[config.mk]
export PLATFORM = sky130hd
export DESIGN_NAME = fbcs_step
export DESIGN_NICKNAME = d
export VERILOG_FILES = /design/src/rtl/fbcs_pkg.sv /design/src/rtl/fbcs_step.sv
export SDC_FILE = /design/constraint.sdc
export NUM_CORES = 1
export LEC_CHECK = 0
export BUFFER_PORTS_ARGS = -buffer_cell sky130_fd_sc_hd__buf_2
export CAP_MARGIN = 20
export CORE_ASPECT_RATIO = 0.6
export CORE_MARGIN = 3
export CORE_UTILIZATION = 43
export DETAILED_ROUTE_END_ITERATION = 10
export PLACE_DENSITY_LB_ADDON = 0.25
export SLEW_MARGIN = 10
export SYNTH_ARGS = -nofsm -noshare
export SYNTH_HDL_FRONTEND = slang
export SYNTH_SLANG_ARGS = --single-unit
[constraint.sdc]
create_clock -name vclk -period 4.5
set_input_delay 0.225 -clock vclk [all_inputs]
set_output_delay 0.225 -clock vclk [all_outputs]
set_load 0.02 [all_outputs]
[src/rtl/fbcs_pkg.sv]
package fbcs_pkg;

	typedef enum logic [1:0] {
		PH_IDLE  = 2'd0,
		PH_ON    = 2'd1,
		PH_OFF   = 2'd2,
		PH_PAUSE = 2'd3
	} phase_t;

	typedef enum logic [1:0] {
		REG_ON_TIME    = 2'd0,
		REG_OFF_TIME   = 2'd1,
		REG_PAUSE_TIME = 2'd2
	} reg_index_t;

	localparam int unsigned TIME_W  = 32;
	localparam int unsigned CODE_W  = 8;
	localparam int unsigned INDEX_W = 2;

	localparam logic [TIME_W-1:0] RST_ON_TIME_US    = 32'd120000;
	localparam logic [TIME_W-1:0] RST_OFF_TIME_US   = 32'd120000;
	localparam logic [TIME_W-1:0] RST_PAUSE_TIME_US = 32'd600000;
	localparam logic [CODE_W-1:0] RST_LAST_CODE     = 8'd255;

	typedef struct packed {
		logic [TIME_W-1:0] on_time_us;
		logic [TIME_W-1:0] off_time_us;
		logic [TIME_W-1:0] pause_time_us;
	} timing_t;

	typedef struct packed {
		logic              code_seen;
		logic [CODE_W-1:0] last_code;
		logic [CODE_W-1:0] pulses_left;
		phase_t            seq_phase;
		logic [TIME_W-1:0] mark_time;
		logic              led_level;
	} seq_state_t;

endpackage

[src/rtl/fbcs_step.sv]
module fbcs_step
	import fbcs_pkg::*;
(
	input  seq_state_t        cur,
	input  timing_t           timing,
	input  logic [TIME_W-1:0] now_us,
	input  logic [CODE_W-1:0] fault_code,
	output seq_state_t        nxt
);

	logic [TIME_W-1:0] elapsed;
	logic [TIME_W-1:0] span;
	logic              waited;

	// pick the wait of the current phase, then one subtract and compare
	always_comb begin
		case (cur.seq_phase)
			PH_ON:    span = timing.on_time_us;
			PH_OFF:   span = timing.off_time_us;
			PH_PAUSE: span = timing.pause_time_us;
			default:  span = timing.on_time_us;
		endcase
	end

	assign elapsed = now_us - cur.mark_time;
	assign waited  = (elapsed >= span);

	always_comb begin
		nxt = cur;
		if (!cur.code_seen || fault_code != cur.last_code) begin
			nxt.code_seen   = 1'b1;
			nxt.last_code   = fault_code;
			nxt.pulses_left = fault_code;
			nxt.mark_time   = now_us;
			nxt.seq_phase   = (fault_code == '0) ? PH_IDLE : PH_ON;
			nxt.led_level   = (fault_code != '0);
		end else if (fault_code == '0) begin
			nxt.led_level = 1'b0;
		end else begin
			case (cur.seq_phase)
				PH_ON: begin
					if (waited) begin
						nxt.led_level = 1'b0;
						nxt.mark_time = now_us;
						nxt.seq_phase = PH_OFF;
					end
				end
				PH_OFF: begin
					if (waited) begin
						nxt.mark_time = now_us;
						if (cur.pulses_left > CODE_W'(1)) begin
							nxt.pulses_left = cur.pulses_left - CODE_W'(1);
							nxt.led_level   = 1'b1;
							nxt.seq_phase   = PH_ON;
						end else begin
							nxt.pulses_left = '0;
							nxt.seq_phase   = PH_PAUSE;
						end
					end
				end
				PH_PAUSE: begin
					if (waited) begin
						nxt.pulses_left = fault_code;
						nxt.led_level   = 1'b1;
						nxt.mark_time   = now_us;
						nxt.seq_phase   = PH_ON;
					end
				end
				default: begin
					nxt.led_level = 1'b0;
				end
			endcase
		end
	end

endmodule

==> results of run 1 <==
[final timing paths]
kind,startpoint,to,slack [ps]
worst max-delay path,cur[9],nxt[2],-360
worst min-delay path,fault_code[1],nxt[44],730
[stage by stage]
| step | TNS, ps | utilization |
|---|---|---|
| detailed placement | -23690 | 0.651 |
| CTS | -13000 | 0.689 |
| floorplan | -238 | - |
| finish | -12430 | 0.721 |
| global placement | -20170 | 0.651 |
| global route | -23990 | 0.721 |
[cell usage after synthesis (4+ instances only)]
master / instances
a21oi_1: 41
nand4_1: 9
mux2i_1: 33
o21bai_1: 4
a21o_1: 17
nor2b_1: 8
a31oi_1: 7
nor2_1: 37
nand2_1: 63
nor3_1: 9
nand3_1: 7
o211ai_1: 4
clkbuf_1: 23
nand2b_1: 4
a21boi_0: 5
xor2_1: 14
ha_1: 65
mux2_2: 30
o21ai_0: 60
a211oi_1: 11
xnor2_1: 17
o21a_1: 7
o31ai_1: 5
nor4_1: 8
inv_1: 45
[logic make-up after synthesis]
| logic type | after synthesis |
|---|---|
| xor gates and xnor gates | 31 |
| and+or+nand+nor | 164 |
| AOI/OAI and AO/OA | 193 |
| buffers and inverters | 76 |
| adders and majority gates | 66 |
| other | 1 |
| muxes | 66 |
[critical path: cells and delay by family]
kind,cells,cell delay (ps)
AOI/OAI and AO/OA,11,2130
buffers and inverters,8,1130
adders and majority gates,2,490
muxes,1,330
xor gates and xnor gates,1,160
and+or+nand+nor,2,140
[power groups by stage]
stage               clock network (mW)  registers (mW)  logic (mW)
floorplan                            0               0       0.504
global placement                     0               0       0.780
detailed placement                   0               0       0.810
CTS                                  0               0       0.880
global route                         0               0        1.05
finish                               0               0       0.958
[layer usage]
layer,vias to the layer above,routed length [µm],track usage
met5,-,0,0
met4,0,212,0.0359
met3,30,1060,0.0169
met2,263,8150,0.488
met1,2648,6910,0.338
li1,2798,-,-
[area by class of cell]
| type | count | area share |
|---|---|---|
| tap | 130 | 0.0243 |
| timing repair buffer | 327 | 0.316 |
| multi-input combinational | 521 | 0.634 |
| inverter | 45 | 0.0256 |
[layout by cell type (no fill, tap or decap), types with 4 or more instances in the layout]
master	instances
a21o_1	17
inv_1	42
o21bai_1	4
a211oi_2	7
o211ai_1	4
nor2b_1	5
nand3_1	6
nor4_1	8
buf_6	29
a21oi_1	33
buf_2	211
o21a_1	7
a21boi_0	4
buf_12	4
buf_4	80
nand2_1	63
xor2_1	14
mux2_2	14
a211oi_1	4
nor2_1	35
nand4_1	9
nand2b_1	4
a21oi_2	8
a221oi_2	4
xnor2_1	17
ha_1	63
nor3_1	7
mux2i_1	33
a31oi_1	4
o21ai_0	56
mux2_4	19
[repair_timing]
item / in CTS / in global routing
resized for setup: 56 / 77
cloned: 1 / 1
pin swaps: 22 / 17
setup buffers: 14 / 4
endpoints found under the setup margin: 43 / 43
==> results.md, run 1 <==
* Vias at 5739
* Worst-Margin Slew at 760 ps
* Register area at 0 µm²
* Sw frac at 0.505
* CP max FO at 9
* Internal power at 474 µW
* Max_cap viols at 0
* Post-layout min period at 4860 ps
* Hold Path Depth at 2
* Final GP Congestion at 0.899
* DR iter-0 viols at 296
* Setup ws final at -362 ps
* Row cnt at 27
* Die Y at 82.3 µm
* Post-synthesis xor/xnor area fraction at 0.0651
* Core footprint at 9290 µm²
* Share of layout cells above drive strength 1 at 0.474
* Period utilisation layout at 1.08
* Clock network power share at 0
* Post-layout nets at 1149
* Slew HR at 0.493
* Register area share after synthesis at 0
* Simple-gate share of the synthesized area at 0.188
* Syn. warnings at 0
* Antenna diodes at 0
* Fin area at 6700 µm²
* Run status: finished, violations left
* RSZ-0062 raised after global routing: true
* Share of power burned in registers at 0
* Crit path kind: in -> out
* DR vias/cell at 5.61
* Post-DP HPWL at 12700 µm
* Pre-CTS setup slack at -665 ps
* CP Launch Type: input pin
* IR Drop Worst-Case VDD at 0.0000813 V
* Gr usage total at 0.259
* Yosys cell types at 65
* Mapped Cells at 597
* Post-Syn Area per Cell at 6.99 µm²
* Starting Density at 0.449
* Hold buffer count at CTS at 0
* Final std cells w/o fill at 1023
* Compound-Gate Fraction of Synth Area at 0.303
* Area after DPL at 6050 µm²
* Full die area at 11000 µm²
* Largest family of logic cells by synthesized area: compound AO/OA/AOI/OAI gates
* Placed insts at 1006
* Largest cells by area after synthesis: ha_1 (20%), mux2_2 (8.1%), mux2i_1 (7.9%)
* Finish-stage setup viols at 43
* CP Capture Type: output pin
* Antenna violations before repair at 0
* Largest stage delay, worst path at 360 ps
* Fillers at 758
* Top-Level Pins at 240
* Worst hold slack at 733 ps
* First-pass GRT wire length at 24300 µm
* Routed WL per cell at 16.0 µm
* Syn Nets at 851
* Violated checks: negative setup slack
* Die Wd at 133 µm
* DRT Wirelength at 16300 µm
* Post-synth top area share at 0.195
* Crit path DAT at 4640 ps
* Net switching power at 484 µW
* Detail Route Antenna Nets at 0
* Synth Cell Area at 4170 µm²
* Largest net degree at the start of global routing at 49
* Peak Freq at 0.206 GHz
* Total power draw at 958 µW
* Yosys top cell by area: ha_1
* Static leakage at 3.47 nW
* Power Density at 143 nW/µm²
* Seq Cell Count at 0
* Worst min path class: in -> out
* Max Slew Vio Count at 0
* Critical path's most frequent cell: buf_4
* Final Hold Vio Count at 0
* Remaining global-route overflow at 0
* Vias in the first global route at 5350
* Worst EP required at 4280 ps
* Combinational power share at 1.000
* Multi-input gate area at 4250 µm²
* Drt first pass iters at 5
* Mux share of post-synthesis cell area at 0.168
* Area growth from synthesis to layout at 60.7%
* Clock buffers at 0
* Slowest stage cell, crit path: a311oi_2
* Number of port buffers at 239
* # DRC at 0
* Synth Area in Adders at 0.200
No activity file was read; power rests on OpenSTA's default activity.
==> run 2, diff against run 1 <==
==> constraint.sdc (replaced) <==
create_clock -name vclk -period 4
set_input_delay 0.2 -clock vclk [all_inputs]
set_output_delay 0.2 -clock vclk [all_outputs]
set_load 0.02 [all_outputs]
==> run 2 against run 1 <==
Compared with the run above: the flow still finishes with violations (negative setup slack); hold slack worse by 51 ps; combinational power rose by 20%; first-iteration DRC count up 22%; wire length increased by 2.9%; largest power group unchanged; highest routed layer is now met5.
==> results.md, run 2 (synthesized netlist as in run 1, its figures left out) <==
* Final std cells w/o fill at 1032 (was 1023)
* Antenna diodes at 0 (unchanged)
* Slew HR at 0.575 (was 0.493)
* Seq Cell Count at 0 (unchanged)
* First-pass GRT wire length at 25300 µm (was 24300 µm)
* Commonest non-fill, non-tap cell in the layout: buf_2 (unchanged)
* Die Wd at 133 µm (unchanged)
* CP max FO at 8 (was 9)
* Critical path origin: cur[9] (unchanged)
* Max Slew Vio Count at 0 (unchanged)
* Worst hold slack at 682 ps (was 733 ps)
* Violated checks: negative setup slack (unchanged)
* Share of layout cells above drive strength 1 at 0.483 (was 0.474)
* Clock buffers at 0 (unchanged)
* # DRC at 0 (unchanged)
* Row cnt at 27 (unchanged)
* Max_cap viols at 0 (unchanged)
* Period utilisation layout at 1.18
* Worst-Margin Slew at 632 ps (was 760 ps)
* CP Capture Type: output pin (unchanged)
* Crit path kind: in -> out (unchanged)
* IR Drop Worst-Case VDD at 0.0000973 V (was 0.0000813 V)
* Power Density at 164 nW/µm² (was 143 nW/µm²)
* Run status: finished, violations left (unchanged)
* RSZ-0062 raised after global routing: true (unchanged)
* Total power draw at 1.15 mW (was 958 µW)
* Crit path DAT at 4510 ps (was 4640 ps)
* Fillers at 697 (was 758)
* Full die area at 11000 µm² (unchanged)
* Routed WL per cell at 16.3 µm (was 16.0 µm)
* Number of port buffers at 239 (unchanged)
* Core footprint at 9290 µm² (unchanged)
* Area growth from synthesis to layout at 68.3% (was 60.7%)
* Final GP Congestion at 0.901 (was 0.899)
* Total negative slack at -28510 ps (was -12430 ps)
* Post-DP HPWL at 13000 µm (was 12700 µm)
* Most frequent cells in the layout: buf_2 (195), buf_4 (90), nand2_1 (62), ha_1 (60), o21ai_0 (53) (was buf_2 (211), buf_4 (80), nand2_1 (63), ha_1 (63), o21ai_0 (56))
* Placed insts at 1015 (was 1006)
* Worst EP required at 3800 ps (was 4280 ps)
* Worst min path class: in -> out (unchanged)
* Register area at 0 µm² (unchanged)
* Detail Route Antenna Nets at 0 (unchanged)
* Final Hold Vio Count at 0 (unchanged)
* Antenna violations before repair at 1 (was 0)
* Finish-stage setup viols at 43 (unchanged)
* DRT Wirelength at 16800 µm (was 16300 µm)
* Gr usage total at 0.273 (was 0.259)
* Static leakage at 3.62 nW (was 3.47 nW)
* Die Y at 82.3 µm (unchanged)
* Top-Level Pins at 240 (unchanged)
* Starting Density at 0.449 (unchanged)
* Hold buffer count at CTS at 0 (unchanged)
* Setup ws final at -711 ps (was -362 ps)
* DR iter-0 viols at 361 (was 296)
* Post-layout nets at 1158 (was 1149)
* Vias in the first global route at 5478 (was 5350)
* DR vias/cell at 5.61 (about the same)
* Peak Freq at 0.212 GHz
* Largest net degree at the start of global routing at 76 (was 49)
* Min-delay src: fault_code[5] (was fault_code[1])
* CP Launch Type: input pin (unchanged)
* Post-layout min period at 4710 ps
* Remaining global-route overflow at 0 (unchanged)
* Drt first pass iters at 5 (unchanged)
* Vias at 5791 (was 5739)
run 2: changes by cell type in the layout (fill, tap and decap cells not counted), moves of 3 or more:
cell,before,now
buf_2,211,195
mux2_2,14,0
mux2_4,19,33
buf_6,29,40
buf_4,80,90
a211oi_2,7,4
buf_12,4,7
ha_1,63,60
o21ai_0,56,53
run 2: final timing paths:
| kind | endpoint | cells after the start |
|---|---|---|
| max | nxt[22] | 24 |
| min | nxt[48] | 2 |
run 2: repair_timing:
item,in CTS,in global routing
setup buffers,14,3
setup endpoints to repair,43,43
cloned,4,0
resized for setup,114,40
endpoints found under the hold margin,0,0
pin swaps,28,22
run 2: area by class of cell:
type | count | area [µm²] | share of cell area
multi-input combinational | 521 | 4340 | 0.618
timing repair buffer | 336 | 2330 | 0.332
inverter | 45 | 184 | 0.0262
tap | 130 | 163 | 0.0232
run 2: power breakdown:
group,internal (mW),total [mW],switching [mW]
Sequential,0,0,0
Combinational,0.593,1.15,0.560
Clock,0,0,0
Total,0.593,1.15,0.560
run 2: per-stage QoR:
stage / area, µm² / setup WS, ps / utilization
finish: 7020 / -711 / 0.756
CTS: 6920 / -778 / 0.745
detailed placement: 6290 / -982 / 0.677
global route: 7020 / -929 / 0.756
global placement: 6290 / -894 / 0.677
floorplan: 4410 / -347 / -
run 2: worst max-delay path, stage by stage:
cell and delay [ps]:
buf_2 100, inv_2 40, ha_4 240, buf_4 160
a21oi_4 140, o211ai_1 120, a311oi_2 310, buf_4 170
nor2_2 50, a41oi_2 230, nor2b_4 200, o21ai_0 100
xor2_1 240, ha_1 300, a21o_1 180, a21o_1 180
a211oi_1 240, o211a_1 210, nand2_2 90, a31oi_4 250
buf_12 160, buf_16 140, mux2_4 310, buf_6 130
run 2: layer usage:
metal / global-route usage / vias to the layer above / part of all wire
li1: - / 2818 / -
met5: 0 / - / 0.00042
met1: 0.336 / 2664 / 0.41
met3: 0.0278 / 32 / 0.071
met2: 0.532 / 275 / 0.50
met4: 0.0411 / 2 / 0.015
==> run 3, diff against run 2 <==
--- a/config.mk
+++ b/config.mk
@@ -12,6 +12,7 @@
 export CORE_UTILIZATION = 43
 export DETAILED_ROUTE_END_ITERATION = 10
 export PLACE_DENSITY_LB_ADDON = 0.25
+export SKIP_LAST_GASP = 1
 export SLEW_MARGIN = 10
 export SYNTH_ARGS = -nofsm -noshare
 export SYNTH_HDL_FRONTEND = slang
==> run 3 against run 2 <==
Compared with the run above: the run still ends with negative setup slack left; die area stayed put; global-route usage is the same; setup slack lost 18 ps; first-iteration DRC count rose by 12%; critical path depth is the same; flip-flop and latch count did not move; power fell by 0.54%; final cell count stayed put; sequential share of layout area is the same; critical endpoint is now nxt[2]; largest cell class unchanged.
==> results.md, run 3 (synthesized netlist as in run 1, its figures left out) <==
* Number of port buffers at 239 (unchanged)
* Vias in the first global route at 5478 (unchanged)
* Power Density at 164 nW/µm² (about the same)
* Net switching power at 557 µW (was 560 µW)
* Fin area at 7010 µm² (was 7020 µm²)
* # DRC at 0 (unchanged)
* Drt first pass iters at 5 (unchanged)
* Vias at 5803 (was 5791)
* Combinational power share at 1.000 (about the same)
* Share of power burned in registers at 0 (about the same)
* Total power draw at 1.15 mW (about the same)
* Top-Level Pins at 240 (unchanged)
* Static leakage at 3.61 nW (was 3.62 nW)
* Run status: finished, violations left (unchanged)
* Sw frac at 0.486 (about the same)
* Max Slew Vio Count at 0 (unchanged)
* Die Y at 82.3 µm (unchanged)
* Final GP Congestion at 0.901 (unchanged)
* Antenna diodes at 0 (unchanged)
* Routed WL per cell at 16.2 µm (was 16.3 µm)
* Commonest non-fill, non-tap cell in the layout: buf_2 (unchanged)
* Largest net degree at the start of global routing at 76 (unchanged)
* Starting Density at 0.449 (unchanged)
* Seq Cell Count at 0 (unchanged)
* CP Launch Type: input pin (unchanged)
* Share of layout cells above drive strength 1 at 0.482 (was 0.483)
* First-pass GRT wire length at 25300 µm (unchanged)
* Area after DPL at 6290 µm² (unchanged)
* Register area at 0 µm² (unchanged)
* Worst EP required at 3800 ps (about the same)
* Slew HR at 0.560 (was 0.575)
* Clock buffers at 0 (unchanged)
* Detail Route Antenna Nets at 0 (unchanged)
* Final Hold Vio Count at 0 (unchanged)
* DRT Wirelength at 16800 µm (about the same)
* Row cnt at 27 (unchanged)
* Period utilisation layout at 1.18 (about the same)
* Post-layout nets at 1158 (unchanged)
* DR vias/cell at 5.62 (was 5.61)
* Gr usage total at 0.273 (unchanged)
* Peak Freq at 0.211 GHz (was 0.212 GHz)
* Crit path DAT at 4530 ps (was 4510 ps)
* Antenna violations before repair at 1 (unchanged)
* Full die area at 11000 µm² (unchanged)
* Max_cap viols at 0 (unchanged)
* CP max FO at 5 (was 8)
* Setup ws final at -729 ps (was -711 ps)
* Most frequent cells in the layout: buf_2 (195), buf_4 (91), nand2_1 (62), ha_1 (60), o21ai_0 (53) (was buf_2 (195), buf_4 (90), nand2_1 (62), ha_1 (60), o21ai_0 (53))
* Worst-Margin Slew at 653 ps (was 632 ps)
* Hold buffer count at CTS at 0 (unchanged)
* RSZ-0062 raised after global routing: true (unchanged)
* Post-DP HPWL at 13000 µm (unchanged)
* Finish-stage setup viols at 43 (unchanged)
* Post-layout min period at 4730 ps (was 4710 ps)
* Final core utilization at 0.754 (was 0.756)
* Core footprint at 9290 µm² (unchanged)
* Crit path kind: in -> out (unchanged)
* Violated checks: negative setup slack (unchanged)
* Internal power at 589 µW (was 593 µW)
* Worst min path class: in -> out (unchanged)
* Die Wd at 133 µm (unchanged)
* Clock network power share at 0 (about the same)
* Area growth from synthesis to layout at 68.0% (was 68.3%)
* Remaining global-route overflow at 0 (unchanged)
* IR Drop Worst-Case VDD at 0.0000958 V (was 0.0000973 V)
* CP Capture Type: output pin (unchanged)
* DR iter-0 viols at 406 (was 361)
run 3: path summary, 6_finish.rpt:
check	endpoint	start	slack (ps)	depth (start not counted)
min	nxt[48]	fault_code[5]	680	2
max	nxt[2]	cur[9]	-730	24
run 3: per-stage QoR:
step	hold WS, ps	TNS, ps	std cells	setup WS, ps
floorplan	540	-13060	597	-347
global placement	679	-35000	1015	-894
detailed placement	680	-39080	1015	-982
CTS	680	-30140	1033	-778
global route	694	-37160	1032	-929
finish	681	-28520	1032	-729
run 3: power groups by stage:
stage / Clock, mW / Combinational, mW / Sequential (mW)
finish: 0 / 1.15 / 0
detailed placement: 0 / 0.958 / 0
global route: 0 / 1.25 / 0
CTS: 0 / 1.09 / 0
global placement: 0 / 0.917 / 0
floorplan: 0 / 0.588 / 0
run 3: what timing repair did:
| item | 4_1_cts | 5_1_grt |
|---|---|---|
| setup endpoints to repair | 43 | 43 |
| pin swaps | 28 | 22 |
| buffers inserted | 14 | 3 |
| gates resized for setup | 113 | 38 |
| cloned | 4 | 0 |
run 3: metal layers:
layer  up-vias  wire length, µm  global-route usage
met3        36             1300              0.0278
met1      2657             6760               0.336
met5         -                7                   0
met4         2              269              0.0411
met2       290             8440               0.532
li1       2818                -                   -
run 3: worst max-delay path, cell delays in order:
cell	delay [ps]
buf_2	100
inv_2	40
ha_4	240
buf_4	160
a21oi_4	140
o211ai_1	120
a311oi_2	310
buf_4	170
nor2_2	50
a41oi_2	230
nor2b_4	210
o21ai_0	100
xor2_1	240
ha_1	300
a21o_1	180
a21o_1	180
a211oi_1	240
o211a_1	210
nand2_2	90
a31oi_4	240
buf_12	160
buf_12	130
mux2_2	340
buf_6	130
run 3: area by class of cell:
cell class	count	area [µm²]
Fill cell	703	2280
Tap cell	130	163
Inverter	45	184
Timing Repair Buffer	336	2330
Multi-Input combinational cell	521	4330
